**config.mk**
```make
export PLATFORM = sky130hd
export DESIGN_NAME = exec_line_tokenizer
export DESIGN_NICKNAME = d
export VERILOG_FILES = /design/src/rtl/core/elt_pkg.sv /design/src/rtl/core/exec_line_tokenizer.sv
export SDC_FILE = /design/constraint.sdc
export NUM_CORES = 1
export LEC_CHECK = 0
export BUFFER_PORTS_ARGS = -buffer_cell sky130_fd_sc_hd__buf_2
export CORE_MARGIN = 10
export CORE_UTILIZATION = 54
export DETAILED_ROUTE_END_ITERATION = 16
export PLACE_DENSITY = 0.76
export SYNTH_ARGS = -nofsm -noshare
export SYNTH_HDL_FRONTEND = slang
export SYNTH_SLANG_ARGS = --single-unit
export TNS_END_PERCENT = 50
```
**constraint.sdc**
```tcl
create_clock -name aclk -period 3.3 [get_ports aclk]
set_input_delay 0 -clock aclk [delete_from_list [all_inputs] [get_ports aclk]]
set_output_delay 0 -clock aclk [all_outputs]
set_load 0.02 [all_outputs]
```
**src/rtl/core/elt_pkg.sv**
```systemverilog
// Package for the exec-line tokenizer: character codes, result kinds,
// pending-escape codes and the result record. No dependencies.
package elt_pkg;

    localparam logic [7:0] CH_SPACE  = 8'h20;
    localparam logic [7:0] CH_TAB    = 8'h09;
    localparam logic [7:0] CH_NL     = 8'h0A;
    localparam logic [7:0] CH_QUOTE  = 8'h22;
    localparam logic [7:0] CH_BSLASH = 8'h5C;
    localparam logic [7:0] CH_PCT    = 8'h25;

    localparam logic [7:0] ARG_LIMIT_RESET = 8'd101;

    // Result queue: two slots per item plus headroom for a full-rate stream
    localparam int unsigned RQ_DEPTH = 4;
    localparam int unsigned RQ_AW    = $clog2(RQ_DEPTH);

    typedef enum logic {
        OP_CHAR = 1'b0,
        OP_END  = 1'b1
    } opcode_t;

    typedef enum logic [1:0] {
        KIND_CHAR = 2'd0,
        KIND_END  = 2'd1,
        KIND_DONE = 2'd2
    } kind_t;

    typedef enum logic [1:0] {
        PEND_NONE = 2'd0,
        PEND_ESC  = 2'd1,
        PEND_PCT  = 2'd2
    } pend_t;

    typedef struct packed {
        kind_t      kind;
        logic [7:0] out_char;
        logic       status;
        logic [7:0] arg_total;
        logic       last;
    } res_t;

endpackage

```
**src/rtl/core/exec_line_tokenizer.sv**
```systemverilog
// Top level of the exec-line tokenizer: per-character split logic and a
// small result queue. Depends on elt_pkg.
//
// Results are registered in the result queue before they appear on m_*.
// Throughput: one input transfer per cycle; an end-of-string transfer makes
// up to two results, drained one per cycle while m_tready is high, and
// s_tready drops only while the four-entry result queue holds three or more results.
// Reset: aresetn is synchronous, active low; it clears the tokenizer state,
// empties the queue and sets the argument limit to 101.
module exec_line_tokenizer (
    input  logic        aclk,
    input  logic        aresetn,
    // configuration: argument limit
    input  logic        cfg_we,
    input  logic [7:0]  cfg_wdata,
    // input stream
    input  logic        s_tvalid,
    output logic        s_tready,
    input  logic [7:0]  s_tdata,   // [7:0] ch
    input  logic        s_tuser,   // [0] opcode
    // result stream
    output logic        m_tvalid,
    input  logic        m_tready,
    output logic [23:0] m_tdata,   // [7:0] out_char, [8] status, [16:9] arg_total
    output logic [1:0]  m_tuser,   // [1:0] kind
    output logic        m_tlast    // last result of the input transfer
);

    localparam int unsigned AW = elt_pkg::RQ_AW;

    // Tokenizer state
    logic [7:0]          arg_limit_reg;
    logic                quoted_reg, quoted_next;
    elt_pkg::pend_t      pending_reg, pending_next;
    logic                arg_open_reg, arg_open_next;
    logic [7:0]          arg_cnt_reg, arg_cnt_next;

    // Result queue
    elt_pkg::res_t       rq_reg [elt_pkg::RQ_DEPTH];
    logic [AW-1:0]       wr_ptr_reg, wr_ptr_next;
    logic [AW-1:0]       rd_ptr_reg, rd_ptr_next;
    logic [AW:0]         count_reg, count_next;

    logic                s_xfer, m_xfer;
    logic                keeping;
    logic                parse_fail;
    elt_pkg::res_t       res0, res1;
    logic [1:0]          n_res;
    elt_pkg::res_t       head;

    assign s_xfer  = s_tvalid && s_tready;
    assign m_xfer  = m_tvalid && m_tready;
    assign keeping = arg_cnt_reg < arg_limit_reg;
    assign parse_fail = quoted_reg || (pending_reg == elt_pkg::PEND_ESC)
                        || (pending_reg == elt_pkg::PEND_PCT);

    // Per-item decision: next state and up to two results
    always_comb begin
        quoted_next   = quoted_reg;
        pending_next  = pending_reg;
        arg_open_next = arg_open_reg;
        arg_cnt_next  = arg_cnt_reg;
        n_res         = 2'd0;
        res0          = '{kind: elt_pkg::KIND_CHAR, out_char: 8'd0, status: 1'b0,
                          arg_total: 8'd0, last: 1'b1};
        res1          = res0;

        if (s_tuser == elt_pkg::OP_END) begin
            // End of string: close the open argument, report, start over
            res0.kind = elt_pkg::KIND_DONE;
            n_res     = 2'd1;
            if (parse_fail) begin
                res0.status = 1'b1;
            end else if (arg_open_reg && keeping) begin
                res0.kind      = elt_pkg::KIND_END;
                res0.last      = 1'b0;
                res1.kind      = elt_pkg::KIND_DONE;
                res1.arg_total = arg_cnt_reg + 8'd1;
                n_res          = 2'd2;
            end else begin
                res0.arg_total = arg_cnt_reg;
            end
            quoted_next   = 1'b0;
            pending_next  = elt_pkg::PEND_NONE;
            arg_open_next = 1'b0;
            arg_cnt_next  = 8'd0;
        end else begin
            pending_next = elt_pkg::PEND_NONE;
            res0.out_char = s_tdata;
            case (pending_reg)
                elt_pkg::PEND_ESC: begin
                    // Escaped character passes through literally
                    arg_open_next = 1'b1;
                    n_res         = keeping ? 2'd1 : 2'd0;
                end
                elt_pkg::PEND_PCT: begin
                    // Double percent gives one; any other code is dropped
                    if (s_tdata == elt_pkg::CH_PCT) begin
                        arg_open_next = 1'b1;
                        n_res         = keeping ? 2'd1 : 2'd0;
                    end
                end
                default: begin
                    if (!quoted_reg && (s_tdata inside
                            {elt_pkg::CH_SPACE, elt_pkg::CH_TAB, elt_pkg::CH_NL})) begin
                        // Separator: close the argument only if one has begun
                        if (arg_open_reg && keeping) begin
                            res0.kind     = elt_pkg::KIND_END;
                            res0.out_char = 8'd0;
                            n_res         = 2'd1;
                            arg_cnt_next  = arg_cnt_reg + 8'd1;
                        end
                        arg_open_next = 1'b0;
                    end else if (s_tdata == elt_pkg::CH_QUOTE) begin
                        quoted_next = ~quoted_reg;
                    end else if (s_tdata == elt_pkg::CH_BSLASH) begin
                        pending_next = elt_pkg::PEND_ESC;
                    end else if (s_tdata == elt_pkg::CH_PCT) begin
                        pending_next = elt_pkg::PEND_PCT;
                    end else begin
                        arg_open_next = 1'b1;
                        n_res         = keeping ? 2'd1 : 2'd0;
                    end
                end
            endcase
        end
    end

    // Queue pointers: push up to two results, pop one
    always_comb begin
        wr_ptr_next = wr_ptr_reg;
        rd_ptr_next = rd_ptr_reg;
        count_next  = count_reg;
        if (s_xfer) begin
            wr_ptr_next = wr_ptr_reg + AW'(n_res);
            count_next  = count_next + (AW+1)'(n_res);
        end
        if (m_xfer) begin
            rd_ptr_next = rd_ptr_reg + AW'(1);
            count_next  = count_next - (AW+1)'(1);
        end
    end

    always_ff @(posedge aclk) begin
        if (!aresetn) begin
            arg_limit_reg <= elt_pkg::ARG_LIMIT_RESET;
            quoted_reg    <= 1'b0;
            pending_reg   <= elt_pkg::PEND_NONE;
            arg_open_reg  <= 1'b0;
            arg_cnt_reg   <= 8'd0;
            wr_ptr_reg    <= '0;
            rd_ptr_reg    <= '0;
            count_reg     <= '0;
        end else begin
            if (cfg_we) begin
                arg_limit_reg <= cfg_wdata;
            end
            if (s_xfer) begin
                quoted_reg   <= quoted_next;
                pending_reg  <= pending_next;
                arg_open_reg <= arg_open_next;
                arg_cnt_reg  <= arg_cnt_next;
            end
            wr_ptr_reg <= wr_ptr_next;
            rd_ptr_reg <= rd_ptr_next;
            count_reg  <= count_next;
        end
    end

    // Queue storage; payload needs no reset
    always_ff @(posedge aclk) begin
        if (s_xfer && (n_res != 2'd0)) begin
            rq_reg[wr_ptr_reg] <= res0;
        end
        if (s_xfer && (n_res == 2'd2)) begin
            rq_reg[wr_ptr_reg + AW'(1)] <= res1;
        end
    end

    // Accept only with room for the worst case of two results
    assign s_tready = count_reg <= (AW+1)'(elt_pkg::RQ_DEPTH - 2);

    assign head     = rq_reg[rd_ptr_reg];
    assign m_tvalid = count_reg != '0;
    assign m_tdata  = {7'd0, head.arg_total, head.status, head.out_char};
    assign m_tuser  = head.kind;
    assign m_tlast  = head.last;

endmodule
```
==> impl_metrics.yaml, run 1 <==
run_status:
  status: "complete, no violations"
power_and_ir_drop:
  powerDensity_nw_per_um2: 667
  peakVddDrop_uv: 563
  power.leakage_nw: 2.42
  seqPwrFrac: 0.440
  combPwrFrac: 0.364
  switching_share: 0.355
  power_w: 0.00427
  p_sw_w: 0.00152
  clkPwrFrac: 0.196
  p_int_w: 0.00276
min_path:
  hold_class: "in2reg"
  hold_depth: 2
finish:
  diodes: 0
  seq_area_um2: 2550
  multiInputGateArea_um2: 2930
  nNetsFinal: 630
  largest_reg_flops: 80
  layout-drive-gt1-share: 0.232
  fill_cells: 875
  area.growth.synth_to_final_pct: 13.3
cts:
  cts_buffers: 9
  clk_pin_slew_worst_paths_ps: 110
  cts_tree: "yes"
  clk_latency_ps: 380
  clockRootBuffer: "clkbuf_8"
  htree_levels: 3
  clock_sinks: 109
  clock_tree.buffer_depth: 2
global_route:
  grt_use_total: 0.174
  grt_pass1_wl_um: 20900
  antenna_found_initial: 0
  grt_max_degree: 25
  grt_pass1_vias: 4229
  grt-ovfl-total: 0
sta:
  finClkSkew_ps: 15.7
  drv_slew: 0
  min_period_ps: 3200
  hold_viol_final: 0
  tightest_slew_ps: 1030
  relSlewSlack: 0.310
  fin_tns_setup_ps: 0
  max_clock_freq_mhz: 313
  finalCritPeriodShare: 0.969
  setup_viol: 0
drt:
  ant_nets: 0
  wl_um: 13100
  drt_iter0_drc: 273
  first_pass_iters: 4
  drcViolationCount: 0
  via_count: 4265
  routedWlPerCell_um: 17.8
  viasPerCell: 5.80
yosys:
  synth_top_cell_area_share: 0.258
  yosys_warnings: 0
  netlist_area_um2: 5650
  synth_top_family_by_area: "simple AND/OR/NAND/NOR gates"
  yosysMostFrequentCell: "nand2_1"
  synth_common_cells: "nand2_1 (75), dfxtp_1 (73), edfxtp_1 (36), o21ai_0 (36), mux2i_1 (34)"
  synth-async-reset-ratio: 0
  synthesis.instances: 542
  synth_flop_cell: "dfxtp_1"
  synth_seq_cells: 109
  synth-simple-area-share: 0.164
  synth_compound_area_frac: 0.154
  syn_area_per_cell_um2: 10.4
  synth_xor_area_frac: 0.0124
  synthMuxAreaShare: 0.140
  synth_adder_area_share: 0.0323
  yosysSeqAreaShare: 0.450
  synthTopCellsByArea: "dfxtp_1 (26%), edfxtp_1 (19%), mux4_2 (8.0%)"
  yosys.cell_types.count: 62
  synth.largest_area_cell: "dfxtp_1"
  synth_edf_count: 36
setup_path:
  crit_buf_inv: 2
  path_delay_family: "adder cells"
  cp.required_ps: 3570
  cp_max_fo: 3
  worst-path-stages: 16
  crit_path_end_kind: "flip-flop"
  critPathLaunchType: "flip-flop"
  critPathMaxStageDelay_ps: 500
  path_class: "reg2reg"
  cp_data_arrival_time_ps: 3470
  crit_slowest_cell: "fa_1"
  r2r_cells: 16
  path_cells: "inv_1, ha_1, nor3_2, o21bai_2, a31o_2, o31a_4, nor2_4, ha_4, inv_2, fa_1, nor2_1, a21oi_2, ha_2, nand2_1, xor2_1, and2_1"
floorplan:
  pin_count: 51
  core_um2: 10300
  die_area_um2: 15000
  fp-row-count: 37
  die_w_um: 122
  start_util: 0.550
  die_h_um: 122
place:
  portBuffers: 43
  routabilityCongestion: 0.841
  dp_hpwl_um: 9530
flow_run:
  max_cap_violations: 0
[layout make-up]
| class | count | area share |
|---|---|---|
| Tap cell | 136 | 0.0266 |
| Inverter | 22 | 0.0129 |
| Sequential cell | 109 | 0.398 |
| Clock inverter | 5 | 0.00723 |
| Multi-Input combinational cell | 379 | 0.458 |
| Timing Repair Buffer | 73 | 0.0723 |
| Clock buffer | 11 | 0.0254 |
[cell usage in the layout, fill, tap and decap left out, types with 6 or more instances in the layout]
cell type,Yosys,routed
nand2_1,75,75
dfxtp_1,73,69
buf_2,2,43
edfxtp_1,36,36
o21ai_0,36,34
mux2i_1,34,34
a21oi_1,23,21
buf_4,7,21
a22o_1,20,20
mux4_2,20,20
inv_1,18,17
nor3_1,16,15
and2_1,12,12
nor2b_1,11,11
nand3_1,11,11
clkbuf_8,0,10
or3_1,9,9
ha_1,13,9
dlygate4sd3_1,0,9
nor2_1,8,7
conb_1,1,7
o21ai_1,4,6
[what timing repair did]
action | in CTS | in global routing
pin swaps | 0 | 6
gates cloned | 0 | 0
gates resized for setup | 2 | 17
hold buffers | 9 | 0
setup endpoints to repair | 1 | 2
hold endpoints to repair | 8 | 0
buffers inserted | 0 | 2
[stage by stage]
stage / util / setup WS (ps) / cells / cell area [um2] / hold WS (ps)
floorplan: - / 17.5 / 548 / 5680 / 128
global placement: 0.586 / 101 / 708 / 6020 / 215
detailed placement: 0.586 / -46.5 / 708 / 6020 / 218
CTS: 0.616 / 20.1 / 733 / 6330 / 15.4
global route: 0.623 / -81.3 / 735 / 6410 / 17.9
finish: 0.623 / 101 / 735 / 6410 / 20.3
[path summary, 6_finish.rpt]
| path | slack, ps | from | end |
|---|---|---|---|
| max | 100 | arg_limit_reg[2] | count_reg[2] |
| min reg2reg | 470 | rq_reg[3][15] | rq_reg[3][15] |
| max reg2reg | 100 | arg_limit_reg[2] | count_reg[2] |
| min | 20 | aresetn | arg_limit_reg[5] |
[cell families after synthesis]
family / after synthesis
other cells: 1
simple gates: 176
fa+ha+maj: 14
xor+xnor: 8
compound gates: 120
flops: 109
mux: 54
buf+inv: 60
[power groups by stage]
stage               logic [W]  registers, W  clock network (W)
global route          0.00169       0.00191           0.000894
CTS                   0.00153       0.00187           0.000844
detailed placement    0.00152       0.00190                  0
finish                0.00156       0.00188           0.000835
global placement      0.00147       0.00188                  0
floorplan             0.00117       0.00182                  0
[routing by layer]
layer | routed length [um] | vias to the layer above | GRT usage | share of wire
met4 | 174 | 0 | 0.0596 | 0.013
li1 | - | 2056 | - | -
met5 | 0 | - | 0 | 0
met1 | 5790 | 2048 | 0.227 | 0.44
met2 | 6390 | 146 | 0.282 | 0.49
met3 | 751 | 15 | 0.0349 | 0.057
No activity file was read; power rests on OpenSTA's default activity.
==> run 2, diff against run 1 <==
--- a/config.mk
+++ b/config.mk
@@ -5,10 +5,9 @@
 export SDC_FILE = /design/constraint.sdc
 export NUM_CORES = 1
 export LEC_CHECK = 0
-export BUFFER_PORTS_ARGS = -buffer_cell sky130_fd_sc_hd__buf_2
-export CORE_MARGIN = 10
-export CORE_UTILIZATION = 54
+export CORE_UTILIZATION = 58
 export DETAILED_ROUTE_END_ITERATION = 16
+export DONT_BUFFER_PORTS = 1
 export PLACE_DENSITY = 0.76
 export SYNTH_ARGS = -nofsm -noshare
 export SYNTH_HDL_FRONTEND = slang
==> run 2 against run 1 <==
Compared with the run above: sequential power about the same; global-route usage up 8.7 points; combinational power down 9.6%; utilization up 4.9 points; clock power down 4.8%; power down 4.5%; clock-buffer cell count down 2; via count down 2.3%; final cell count down 5.4%; first-iteration DRC count up 23%.
==> impl_metrics.yaml, run 2 (synthesized netlist as in run 1, its figures left out) <==
finish:
  diodes: 0
  final_common_cell: "nand2_1"
  area.growth.synth_to_final_pct: 10.9
  final_cell_count_no_fill: 695
  layout-drive-gt1-share: 0.163
  design_area_um2: 6270
  nNetsFinal: 597
  largest_reg_flops: 80
  utilization: 0.672
  fill_cells: 741
  layout_common_cells: "nand2_1 (75), dfxtp_1 (71), edfxtp_1 (36)"
floorplan:
  die_area_um2: 10100
  die_h_um: 101
  core_um2: 9330
  die_w_um: 101
  fp-row-count: 35
  pin_count: 51
  start_util: 0.606
setup_path:
  r2r_start: "arg_limit_reg[1]"
  cp_data_arrival_time_ps: 3480
  r2r_setup_slack_ps: 80
  cp_max_fo: 3
  path_class: "reg2reg"
  cp.required_ps: 3570
  critPathLaunchType: "flip-flop"
  crit_start: "arg_limit_reg[1]"
  crit_path_end_kind: "flip-flop"
cts:
  clk_pin_slew_worst_paths_ps: 110
  clock_tree.buffer_depth: 2
  htree_levels: 3
  clockRootBuffer: "clkbuf_8"
  clock_sinks: 109
  cts_tree: "yes"
  clk_latency_ps: 380
  cts_buffers: 9
drt:
  drt_iter0_drc: 337
  first_pass_iters: 5
  ant_nets: 0
  via_count: 4165
  drcViolationCount: 0
  wl_um: 12700
  viasPerCell: 5.99
  routedWlPerCell_um: 18.2
sta:
  tightest_slew_ps: 1070
  finClkSkew_ps: 17.8
  finalCritPeriodShare: 0.974
  fin_tns_setup_ps: 0
  hold_viol_final: 0
  relSlewSlack: 0.286
  setup_viol: 0
  max_clock_freq_mhz: 311
  drv_slew: 0
  min_period_ps: 3220
  rsz0062_at_grt: "yes"
global_route:
  grt_pass1_vias: 4088
  grt-ovfl-total: 0
  antenna_found_initial: 0
  grt_use_total: 0.261
  grt_pass1_wl_um: 20300
  grt_max_degree: 25
place:
  dp_hpwl_um: 9110
  portBuffers: 0
  dpl.cell_count: 657
  routabilityCongestion: 0.862
  postPlaceCellArea_um2: 5790
power_and_ir_drop:
  peakVddDrop_uv: 503
  power.leakage_nw: 2.28
  powerDensity_nw_per_um2: 650
  power_w: 0.00408
run_status:
  status: "complete, no violations"
min_path:
  hold_class: "in2reg"
  hp-start: "s_tdata[1]"
flow_run:
  max_cap_violations: 0
-- run 2: power by group --
group	switching, W	total [W]	internal [W]	leakage (nW)
logic	0.000807	0.00141	0.000600	1.21
clock network	0.000494	0.000795	0.000301	0.103
registers	0.000176	0.00188	0.00170	0.968
total	0.00148	0.00408	0.00260	2.28
-- run 2: area by class of cell --
| class | instances | area, um2 | area share |
|---|---|---|---|
| repair buffers | 40 | 348 | 0.0555 |
| inverters | 22 | 82.6 | 0.0132 |
| well taps | 129 | 161 | 0.0257 |
| flip-flops and latches | 109 | 2540 | 0.406 |
| clock buffers | 9 | 124 | 0.0197 |
| clock inverters | 7 | 77.6 | 0.0124 |
| multi-input cells | 379 | 2930 | 0.468 |
-- run 2: layer usage --
layer | wire length [um] | vias up | global-route usage
met4 | 196 | 0 | 0.0758
met5 | 0 | - | 0
met2 | 6220 | 122 | 0.450
met1 | 5610 | 2022 | 0.340
met3 | 624 | 19 | 0.0416
li1 | - | 2002 | -
-- run 2: final timing paths --
check	end	cells after the start
min	quoted_reg	4
max	count_reg[2]	16
min reg2reg	rq_reg[2][13]	2
max reg2reg	count_reg[2]	16
-- run 2: what timing repair did --
action / in CTS / in global routing
hold buffers: 19 / 0
resized for setup: 2 / 14
endpoints found under the hold margin: 67 / 0
endpoints found under the setup margin: 1 / 2
pin swaps: 0 / 3
buffers inserted: 1 / 2
-- run 2: critical path, stage by stage, from the launching register on --
cell and delay, ps:
dfxtp_2 340, inv_1 40, ha_1 190, nor4_2 260, o21ai_1 120, a31o_2 300, o31a_4 300, nor2_4 90
ha_2 160, inv_1 40, fa_1 490, nor2_1 70, a21oi_2 150, ha_2 180, nand2_1 50, xor2_1 160
and2_1 150
-- run 2: through the flow --
stage               hold WS, ps  setup WS (ps)
floorplan                   128           17.5
global placement           66.7           77.4
detailed placement         66.9          -41.0
CTS                        24.5           3.91
global route               37.4           -132
finish                     31.4           84.7
